`config.mk`:
```
export PLATFORM = sky130hd
export DESIGN_NAME = sorted_key_table_core_flat
export DESIGN_NICKNAME = d
export VERILOG_FILES = /design/src/rtl/core/skt_pkg.sv /design/src/rtl/core/skt_if.sv /design/src/rtl/core/sorted_key_table_core.sv /design/src/rtl/core/skt_cell.sv /design/src/rtl/core/skt_ctrl.sv /design/src/flat_wrapper.sv
export SDC_FILE = /design/constraint.sdc
export NUM_CORES = 2
export LEC_CHECK = 0
export BUFFER_PORTS_ARGS = -buffer_cell sky130_fd_sc_hd__buf_2
export CORE_UTILIZATION = 54
export DETAILED_ROUTE_END_ITERATION = 8
export HOLD_SLACK_MARGIN = 0.12
export PLACE_DENSITY = 0.7
export SLEW_MARGIN = 20
export SYNTH_ARGS = -nofsm -noshare
export SYNTH_HDL_FRONTEND = slang
export SYNTH_SLANG_ARGS = --single-unit
```
`constraint.sdc`:
```
create_clock -name clk -period 11 [get_ports clk]
set_input_delay 1.1 -clock clk [delete_from_list [all_inputs] [get_ports clk]]
set_output_delay 1.1 -clock clk [all_outputs]
set_load 0.05 [all_outputs]
```
`src/rtl/core/skt_pkg.sv`:
```
// ============================================================================
// skt_pkg: shared types and constants for the sorted key table
// Holds the field types, operation and status codes, cell commands and the
// control state encoding used across the table's modules.
// ============================================================================
package skt_pkg;

    // Default number of cells in the table.
    localparam int CAPACITY_DEFAULT = 32;

    // Fixed field widths.
    localparam int KEY_W   = 24;
    localparam int FIELD_W = 6;

    typedef logic [KEY_W-1:0]   key_t;
    typedef logic [FIELD_W-1:0] field_t;

    // Operation codes carried by an input item.
    typedef enum logic [1:0] {
        OP_INSERT = 2'd0,
        OP_SEARCH = 2'd1,
        OP_DELETE = 2'd2,
        OP_DUMP   = 2'd3
    } opcode_t;

    // Status codes carried by a result item.
    typedef enum logic [1:0] {
        STAT_OK        = 2'd0,
        STAT_NOT_FOUND = 2'd1,
        STAT_FULL      = 2'd2,
        STAT_EMPTY     = 2'd3
    } status_t;

    // Command broadcast to every cell in a cycle.
    typedef enum logic [2:0] {
        CM_HOLD    = 3'd0,
        CM_COMPARE = 3'd1,
        CM_INSERT  = 3'd2,
        CM_DELETE  = 3'd3,
        CM_ROTATE  = 3'd4
    } cell_mode_t;

    // Control sequencer states.
    typedef enum logic [1:0] {
        S_IDLE = 2'd0,
        S_EXEC = 2'd1,
        S_DUMP = 2'd2
    } state_t;

    // Control bundle from the sequencer to the cells.
    typedef struct packed {
        cell_mode_t mode;
        key_t       key;
    } cell_ctl_t;

endpackage

```
`src/rtl/core/skt_if.sv`:
```
// ============================================================================
// skt_if: request and response channels of the sorted key table
// Each channel carries valid, ready and its payload; an item moves at a rising
// clock edge with valid and ready both high.
// ============================================================================

// Request channel: one operation and its key per item.
interface skt_req_if;
    import skt_pkg::*;

    logic    valid;
    logic    ready;
    opcode_t opcode;
    key_t    key;

    modport source (output valid, output opcode, output key, input ready);
    modport sink   (input valid, input opcode, input key, output ready);
endinterface

// Response channel: one result per item.
interface skt_rsp_if;
    import skt_pkg::*;

    logic    valid;
    logic    ready;
    status_t status;
    key_t    key_out;
    field_t  position;
    field_t  entry_count;
    logic    last;

    modport source (output valid, output status, output key_out, output position,
                    output entry_count, output last, input ready);
    modport sink   (input valid, input status, input key_out, input position,
                    input entry_count, input last, output ready);
endinterface

```
`src/rtl/core/sorted_key_table_core.sv`:
```
// ============================================================================
// sorted_key_table_core: bounded table of 24-bit keys kept in ascending order
// Insert, search, delete and an in-order dump over a row of compare cells.
// ============================================================================
//
// The table keeps up to CAPACITY keys in a row of cells, one key per cell, in
// ascending order. For insert, search and delete, in the cycle that accepts
// the item every cell compares its key with the incoming one; then, once the
// output register is free, the cells shift one place up or down in parallel
// while the result is loaded into the output register. In a dump the
// occupied cells turn round as a ring by one slot per result item and the
// head cell is emitted each time; after the last item the order is as before.
// A new item is accepted while the previous result still waits on the
// output. The cells have no reset; only the entry count is cleared, and no
// cell at or above the count is ever read.
//
module sorted_key_table_core #(
    parameter int CAPACITY = skt_pkg::CAPACITY_DEFAULT
) (
    input  logic      clk,
    input  logic      rst_n,
    skt_req_if.sink   req,
    skt_rsp_if.source rsp
);
    import skt_pkg::*;

    localparam int CNT_W = $clog2(CAPACITY + 1);

    cell_ctl_t           ctl;
    logic [CNT_W-1:0]    count;
    key_t                entry [CAPACITY];
    logic [CAPACITY-1:0] lt;
    logic [CAPACITY-1:0] eq;

    // Sequencer and result register.
    skt_ctrl #(
        .CAPACITY(CAPACITY)
    ) u_ctrl (
        .clk   (clk),
        .rst_n (rst_n),
        .req   (req),
        .rsp   (rsp),
        .lt    (lt),
        .eq    (eq),
        .head  (entry[0]),
        .ctl   (ctl),
        .count (count)
    );

    // Row of cells, each wired to its neighbours; the ends see fixed values.
    for (genvar g = 0; g < CAPACITY; g++)
    begin : g_cell
        key_t left_entry;
        logic left_lt;
        key_t right_entry;

        if (g == 0)
        begin : g_first
            assign left_entry = '0;
            assign left_lt    = 1'b1;
        end
        else
        begin : g_inner_left
            assign left_entry = entry[g-1];
            assign left_lt    = lt[g-1];
        end

        if (g == CAPACITY - 1)
        begin : g_last
            assign right_entry = '0;
        end
        else
        begin : g_inner_right
            assign right_entry = entry[g+1];
        end

        skt_cell #(
            .CAPACITY(CAPACITY),
            .IDX     (g)
        ) u_cell (
            .clk         (clk),
            .ctl         (ctl),
            .count       (count),
            .left_entry  (left_entry),
            .left_lt     (left_lt),
            .right_entry (right_entry),
            .head_entry  (entry[0]),
            .entry       (entry[g]),
            .lt          (lt[g]),
            .eq          (eq[g])
        );
    end

    // The count never passes the number of cells.
    a_count_bound: assert property (@(posedge clk) disable iff (!rst_n)
        count <= CNT_W'(CAPACITY))
        else $error("entry count beyond capacity");

    // The count moves by at most one per cycle.
    a_count_step: assert property (@(posedge clk) disable iff (!rst_n)
        !$stable(count) |-> (count == $past(count) + CNT_W'(1)) ||
                            (count == $past(count) - CNT_W'(1)))
        else $error("entry count jumped");

    // No new item is taken while the ring is turning for a dump.
    a_no_accept_in_dump: assert property (@(posedge clk) disable iff (!rst_n)
        ctl.mode == CM_ROTATE |-> !req.ready)
        else $error("item accepted during dump");

    // A full report always shows the table at capacity.
    a_full_count: assert property (@(posedge clk) disable iff (!rst_n)
        rsp.valid && rsp.status == STAT_FULL |-> rsp.entry_count == FIELD_W'(CAPACITY))
        else $error("full status with wrong count");

endmodule

```
`src/rtl/core/skt_cell.sv`:
```
// ============================================================================
// skt_cell: one slot of the sorted key table
// Holds one key, compares it against the broadcast key and takes a key from
// its left or right neighbour, or from the head, when the table shifts.
// ============================================================================
module skt_cell #(
    parameter int CAPACITY = skt_pkg::CAPACITY_DEFAULT,
    parameter int IDX      = 0,
    localparam int CNT_W   = $clog2(CAPACITY + 1)
) (
    input  logic               clk,
    input  skt_pkg::cell_ctl_t ctl,
    input  logic [CNT_W-1:0]   count,
    input  skt_pkg::key_t      left_entry,
    input  logic               left_lt,
    input  skt_pkg::key_t      right_entry,
    input  skt_pkg::key_t      head_entry,
    output skt_pkg::key_t      entry,
    output logic               lt,
    output logic               eq
);
    import skt_pkg::*;

    key_t entry_reg, entry_next;
    logic lt_reg, lt_next;
    logic eq_reg, eq_next;
    logic occupied;
    logic right_occupied;

    // Occupancy of this slot and of the one to its right.
    assign occupied       = CNT_W'(IDX) < count;
    assign right_occupied = CNT_W'(IDX + 1) < count;

    // Next key and comparison flags for the broadcast command.
    always_comb
    begin
        entry_next = entry_reg;
        lt_next    = lt_reg;
        eq_next    = eq_reg;
        case (ctl.mode)
            CM_HOLD:
            begin
                entry_next = entry_reg;
            end
            CM_COMPARE:
            begin
                lt_next = occupied && (entry_reg < ctl.key);
                eq_next = occupied && (entry_reg == ctl.key);
            end
            CM_INSERT:
            begin
                // Slots at or above the insertion point move one place up.
                if (!lt_reg)
                begin
                    entry_next = left_lt ? ctl.key : left_entry;
                end
            end
            CM_DELETE:
            begin
                // Slots at or above the removed key move one place down.
                if (!lt_reg)
                begin
                    entry_next = right_entry;
                end
            end
            CM_ROTATE:
            begin
                // The occupied slots turn round by one, the head wrapping to the tail.
                entry_next = right_occupied ? right_entry : head_entry;
            end
            default:
            begin
                entry_next = entry_reg;
            end
        endcase
    end

    always_ff @(posedge clk)
    begin
        entry_reg <= entry_next;
        lt_reg    <= lt_next;
        eq_reg    <= eq_next;
    end

    assign entry = entry_reg;
    assign lt    = lt_reg;
    assign eq    = eq_reg;

endmodule

```
`src/rtl/core/skt_ctrl.sv`:
```
// ============================================================================
// skt_ctrl: sequencer and result register of the sorted key table
// Accepts items, commands the row of cells, keeps the entry count, decodes
// the cell flags into a position and holds the result for the output.
// ============================================================================
module skt_ctrl #(
    parameter int CAPACITY = skt_pkg::CAPACITY_DEFAULT,
    localparam int IDX_W   = $clog2(CAPACITY),
    localparam int CNT_W   = $clog2(CAPACITY + 1)
) (
    input  logic                clk,
    input  logic                rst_n,
    skt_req_if.sink             req,
    skt_rsp_if.source           rsp,
    input  logic [CAPACITY-1:0] lt,
    input  logic [CAPACITY-1:0] eq,
    input  skt_pkg::key_t       head,
    output skt_pkg::cell_ctl_t  ctl,
    output logic [CNT_W-1:0]    count
);
    import skt_pkg::*;

    state_t           state_reg, state_next;
    opcode_t          op_reg;
    key_t             key_reg;
    logic [CNT_W-1:0] count_reg, count_next;
    logic [IDX_W-1:0] dump_idx_reg, dump_idx_next;

    logic             out_valid_reg, out_valid_next;
    status_t          out_status_reg;
    key_t             out_key_reg;
    field_t           out_pos_reg;
    field_t           out_count_reg;
    logic             out_last_reg;

    status_t          res_status;
    key_t             res_key;
    field_t           res_pos;
    logic             res_last;
    logic             out_load;
    logic             out_free;

    logic             full;
    logic             empty;
    logic             dump_last;
    logic             found;
    logic [IDX_W-1:0] hit_pos;

    assign full      = count_reg == CNT_W'(CAPACITY);
    assign empty     = count_reg == '0;
    assign dump_last = (CNT_W'(dump_idx_reg) + CNT_W'(1)) == count_reg;
    assign out_free  = !out_valid_reg || rsp.ready;

    // The lowest slot that is not below the key is where the less-than flags
    // stop; the flags form a run from slot zero because the keys are sorted.
    always_comb
    begin
        hit_pos = '0;
        found   = 1'b0;
        for (int i = 0; i < CAPACITY; i++)
        begin
            if (!lt[i] && ((i == 0) || lt[(i == 0) ? 0 : i - 1]))
            begin
                hit_pos = hit_pos | IDX_W'(i);
                found   = found | eq[i];
            end
        end
    end

    // Next state.
    always_comb
    begin
        state_next = state_reg;
        case (state_reg)
            S_IDLE:
            begin
                if (req.valid)
                begin
                    state_next = S_EXEC;
                end
            end
            S_EXEC:
            begin
                if (op_reg == OP_DUMP && !empty)
                begin
                    state_next = S_DUMP;
                end
                else if (out_free)
                begin
                    state_next = S_IDLE;
                end
            end
            S_DUMP:
            begin
                if (out_free && dump_last)
                begin
                    state_next = S_IDLE;
                end
            end
            default:
            begin
                state_next = S_IDLE;
            end
        endcase
    end

    // Cell commands, count update and result formation.
    always_comb
    begin
        req.ready     = 1'b0;
        ctl.mode      = CM_HOLD;
        ctl.key       = key_reg;
        count_next    = count_reg;
        dump_idx_next = dump_idx_reg;
        out_load      = 1'b0;
        res_status    = STAT_OK;
        res_key       = '0;
        res_pos       = '0;
        res_last      = 1'b1;
        case (state_reg)
            S_IDLE:
            begin
                req.ready = 1'b1;
                ctl.key   = req.key;
                if (req.valid)
                begin
                    ctl.mode = CM_COMPARE;
                end
            end
            S_EXEC:
            begin
                dump_idx_next = '0;
                out_load      = out_free && !(op_reg == OP_DUMP && !empty);
                if (op_reg == OP_INSERT)
                begin
                    if (full)
                    begin
                        res_status = STAT_FULL;
                    end
                    else
                    begin
                        res_key = key_reg;
                        res_pos = FIELD_W'(hit_pos);
                        if (out_free)
                        begin
                            ctl.mode   = CM_INSERT;
                            count_next = count_reg + CNT_W'(1);
                        end
                    end
                end
                else if (empty)
                begin
                    res_status = STAT_EMPTY;
                end
                else if (op_reg == OP_DUMP)
                begin
                    res_status = STAT_OK;
                end
                else if (found)
                begin
                    res_key = key_reg;
                    res_pos = FIELD_W'(hit_pos);
                    if (op_reg == OP_DELETE && out_free)
                    begin
                        ctl.mode   = CM_DELETE;
                        count_next = count_reg - CNT_W'(1);
                    end
                end
                else
                begin
                    res_status = STAT_NOT_FOUND;
                end
            end
            S_DUMP:
            begin
                // The head slot is emitted and the ring turns by one each item.
                res_key  = head;
                res_pos  = FIELD_W'(dump_idx_reg);
                res_last = dump_last;
                if (out_free)
                begin
                    out_load      = 1'b1;
                    ctl.mode      = CM_ROTATE;
                    dump_idx_next = dump_idx_reg + IDX_W'(1);
                end
            end
            default:
            begin
                req.ready = 1'b0;
            end
        endcase
    end

    assign out_valid_next = out_load ? 1'b1 : (rsp.ready ? 1'b0 : out_valid_reg);

    // Control registers.
    always_ff @(posedge clk or negedge rst_n)
    begin
        if (!rst_n)
        begin
            state_reg     <= S_IDLE;
            count_reg     <= '0;
            out_valid_reg <= 1'b0;
        end
        else
        begin
            state_reg     <= state_next;
            count_reg     <= count_next;
            out_valid_reg <= out_valid_next;
        end
    end

    // Item capture, dump index and result payload.
    always_ff @(posedge clk)
    begin
        if (req.valid && req.ready)
        begin
            op_reg  <= req.opcode;
            key_reg <= req.key;
        end
        dump_idx_reg <= dump_idx_next;
        if (out_load)
        begin
            out_status_reg <= res_status;
            out_key_reg    <= res_key;
            out_pos_reg    <= res_pos;
            out_count_reg  <= FIELD_W'(count_next);
            out_last_reg   <= res_last;
        end
    end

    assign rsp.valid       = out_valid_reg;
    assign rsp.status      = out_status_reg;
    assign rsp.key_out     = out_key_reg;
    assign rsp.position    = out_pos_reg;
    assign rsp.entry_count = out_count_reg;
    assign rsp.last        = out_last_reg;
    assign count           = count_reg;

endmodule

```
`src/flat_wrapper.sv`:
```
// flat-port wrapper written by rule: the top's interface ports become plain ports
module sorted_key_table_core_flat import skt_pkg::*;
#(
    parameter int CAPACITY = skt_pkg::CAPACITY_DEFAULT
)
  (clk, rst_n, req_valid, req_opcode, req_key, req_ready, rsp_valid, rsp_status, rsp_key_out, rsp_position, rsp_entry_count, rsp_last, rsp_ready);
  skt_req_if req_i ();
  skt_rsp_if rsp_i ();
  input  logic clk;
  input  logic rst_n;
  input wire logic [$bits(req_i.valid)-1:0] req_valid;
  input wire logic [$bits(req_i.opcode)-1:0] req_opcode;
  input wire logic [$bits(req_i.key)-1:0] req_key;
  output wire logic [$bits(req_i.ready)-1:0] req_ready;
  output wire logic [$bits(rsp_i.valid)-1:0] rsp_valid;
  output wire logic [$bits(rsp_i.status)-1:0] rsp_status;
  output wire logic [$bits(rsp_i.key_out)-1:0] rsp_key_out;
  output wire logic [$bits(rsp_i.position)-1:0] rsp_position;
  output wire logic [$bits(rsp_i.entry_count)-1:0] rsp_entry_count;
  output wire logic [$bits(rsp_i.last)-1:0] rsp_last;
  input wire logic [$bits(rsp_i.ready)-1:0] rsp_ready;
  assign req_i.valid = req_valid;
  assign req_i.opcode = req_opcode;
  assign req_i.key = req_key;
  assign req_ready = req_i.ready;
  assign rsp_valid = rsp_i.valid;
  assign rsp_status = rsp_i.status;
  assign rsp_key_out = rsp_i.key_out;
  assign rsp_position = rsp_i.position;
  assign rsp_entry_count = rsp_i.entry_count;
  assign rsp_last = rsp_i.last;
  assign rsp_i.ready = rsp_ready;
  sorted_key_table_core #(.CAPACITY(CAPACITY)) u_core (.clk(clk), .rst_n(rst_n), .req(req_i), .rsp(rsp_i));
endmodule
```
==> results by group <==
Yosys
  • Synth warn: 0
  • Post-synth ARST share: 0.989%
  • Yosys top cell by area: edfxtp_1
  • Share of the synthesized area in the top cell type: 41.0%
  • Post-synth EDFFs: 901
  • Flops & latches, synth: 910
  • Ranking of synthesized cells by area: edfxtp_1 41%, ha_1 15%, a221o_1 11%, a211oi_1 8.6%, nor2_1 4.8%
  • Avg Inst Size Synth: 10.5 µm²
  • Post-Syn Area: 66000 µm²
  • Sequential fraction of the synthesis area: 41.4%
  • Net Count, Synth: 7085
  • Ys flop type: edfxtp_1
  • Netlist cell types: 73
  • Cells after synthesis: 6279

Final layout
  • Largest register FFs: 768
  • Finished Layout Cells: 7706
  • Area Growth Syn to Fin: 7.41%
  • Layout cells sized above 1: 8.35%
  • Commonest non-fill, non-tap cell in the layout: edfxtp_1
  • Most frequent cells in the layout: 901 x edfxtp_1, 835 x nor2_1, 774 x ha_1
  • Nets: 6802

Clock network
  • Clk root buf: clkbuf_16
  • Post-CTS Setup Bufs: 0
  • Clk_lat worst skew: 0.77 ns
  • CTS Buf Count: 106
  • CTS tree: done
  • Worst-path clk slew: 0.07 ns
  • Post-CTS Resized: 0
  • Maximum clock insertion buffer count: 3
  • Clock Sinks: 910
  • H-tree Lvls: 3
  • Hold buffers post-CTS: 0

Min path
  • Worst min path class: in2async

Timing
  • Setup TNS: 0 ns
  • # setup viols final: 0
  • Fmax: 174 MHz
  • Worst-case headroom to the max-slew limit: 21.5%
  • Slew Limit Fails: 0
  • Skew final: 0.0457 ns
  • RSZ-0062 raised after global routing: no
  • Final min period: 5.76 ns
  • Final hold violations: 0
  • Slew @ Worst Pin: 1.17 ns
  • Crit share post-route: 52.3%

Setup path
  • Worst Setup End Kind: flop
  • Crit path launch type: flop
  • Crit-path cells: buf_4 > nor2b_1 > o2bb2ai_1 > nor4_4 > a31oi_4 > a21oi_4 > buf_4 > nand2_8 > buf_4 > buf_4 > a211oi_1 > a221o_1
  • Critical Path Most Common Cell: buf_4
  • Max stage delay on crit path: 0.82 ns
  • Required time worst endpoint: 11.52 ns
  • Crit path kind: reg2reg
  • Crit path arrival time: 6.28 ns
  • Max FO, Critical Path: 150
  • Slowest cell on crit path: nand2_8

Outcome
  • Failing checks: design-rule violations
  • Status: complete, but fails checks

Run
  • Max-cap violations: 0

Placement
  • PortBufs: 69
  • Placed cells: 7499
  • DP HPWL: 171000 µm
  • GPL Wtd Cong: 1.03

Global routing
  • Largest net degree at the start of global routing: 162
  • Initial antenna violation count: 10
  • First-pass GRT wire length: 376000 µm
  • Vias in the first global route: 54600
  • All-Layer GR Usage: 41.2%
  • Grt ovf: 0

Power
  • VDD IR-drop max: 348 µV
  • Pwr/cell area: 372 nW/µm²
  • Pleak: 26.0 nW

Route
  • Wire length per cell: 33.8 µm
  • DR iter-0 viols: 9053
  • Remaining DRCs: 2
  • Via Count: 59200
  • Router iterations before antenna repair: 9
  • DRT antenna net count: 0
  • DR vias/cell: 7.69
  • WL final: 261000 µm

Die
  • Core area: 120000 µm²
  • Site row count: 127
  • Die height: 352 µm
  • Full die area: 124000 µm²
  • I/O pins: 71
  • Die W: 352 µm
  • Initial core utilization: 54.8%
-- where the power goes --
group | internal (W) | total, W | switching, W
clock | 0.00212 | 0.00369 | 0.00158
sequential | 0.00612 | 0.00757 | 0.00146
combinational | 0.00549 | 0.0151 | 0.00958
-- final timing paths --
check                                                   from                           endpoint  slack [ns]  cells after the start
max                              u_core.g_cell[29].u_cell.lt  u_core.g_cell[29].u_cell.entry[9]        5.24                     12
min                                                    rst_n             u_core.u_ctrl.count[3]        0.20                      1
max reg2reg                      u_core.g_cell[29].u_cell.lt  u_core.g_cell[29].u_cell.entry[9]        5.24                     12
min reg2reg                u_core.g_cell[17].u_cell.entry[6]  u_core.g_cell[16].u_cell.entry[6]        0.60                      1
max in group asynchronous                              rst_n         u_core.u_ctrl.state_reg[1]       10.58                      1
min in group clk                               req_opcode[0]            u_core.u_ctrl.op_reg[0]        0.53                      1
-- worst max-delay path, delay by kind of cell, from the launching register on --
family	cells	cell delay, ns
flip-flops	1	0.32
AND/OR/NAND/NOR	3	1.65
AO/OA/AOI/OAI	5	1.15
buffers and inverters	4	2.20
-- cell type report --
| cell class | count | area (µm²) |
|---|---|---|
| fillers | 10200 | 49600 |
| clock inverters | 60 | 636 |
| clock buffers | 136 | 2870 |
| multi-input cells | 4674 | 36000 |
| diodes | 10 | 25.0 |
| flip-flops and latches | 910 | 27300 |
| well taps | 1612 | 2020 |
| repair buffers | 239 | 1750 |
| inverters | 65 | 244 |
-- cells by family after synthesis --
| logic type | share of synthesized area [%] |
|---|---|
| AO/OA/AOI/OAI | 27.3 |
| AND/OR/NAND/NOR | 11.1 |
| flip-flops | 41.4 |
| adder cells (fa/ha/maj) | 14.7 |
| buffers and inverters | 4.97 |
| multiplexers | 0.379 |
| XOR/XNOR | 0.106 |
| other | 0.00569 |
-- synth_stat cells, types with 34 or more instances --
| library cell | instances |
|---|---|
| edfxtp_1 | 901 |
| nand4_1 | 152 |
| a211oi_1 | 755 |
| a221o_1 | 722 |
| a21oi_1 | 243 |
| nor3_1 | 34 |
| clkbuf_1 | 375 |
| nand3_1 | 68 |
| nand2_1 | 170 |
| a21o_1 | 135 |
| buf_4 | 62 |
| nor2_1 | 837 |
| inv_1 | 65 |
| nand2b_1 | 58 |
| nor4_1 | 35 |
| ha_1 | 776 |
| buf_2 | 131 |
| o21ai_0 | 241 |
| nor2b_1 | 144 |
-- stage by stage --
step | hold slack (ns) | power (W) | instance area, µm² | util, % | setup WS [ns]
floorplan | 0.547 | 0.0172 | 66000 | - | 5.93
detailed placement | 0.586 | 0.0219 | 67300 | 55.8 | 5.45
global route | 0.219 | 0.0275 | 70800 | 58.8 | 5.15
global placement | 0.570 | 0.0214 | 67100 | 55.7 | 5.49
finish | 0.201 | 0.0263 | 70800 | 58.8 | 5.24
CTS | 0.177 | 0.0256 | 70800 | 58.8 | 5.53
-- routing by layer --
layer / track usage, % / routed length (µm)
met5: 0 / 74
met4: 23.9 / 16700
met3: 13.6 / 39700
met2: 56.4 / 104000
met1: 56.6 / 101000
Note: power is estimated with default switching activity, not from simulation.
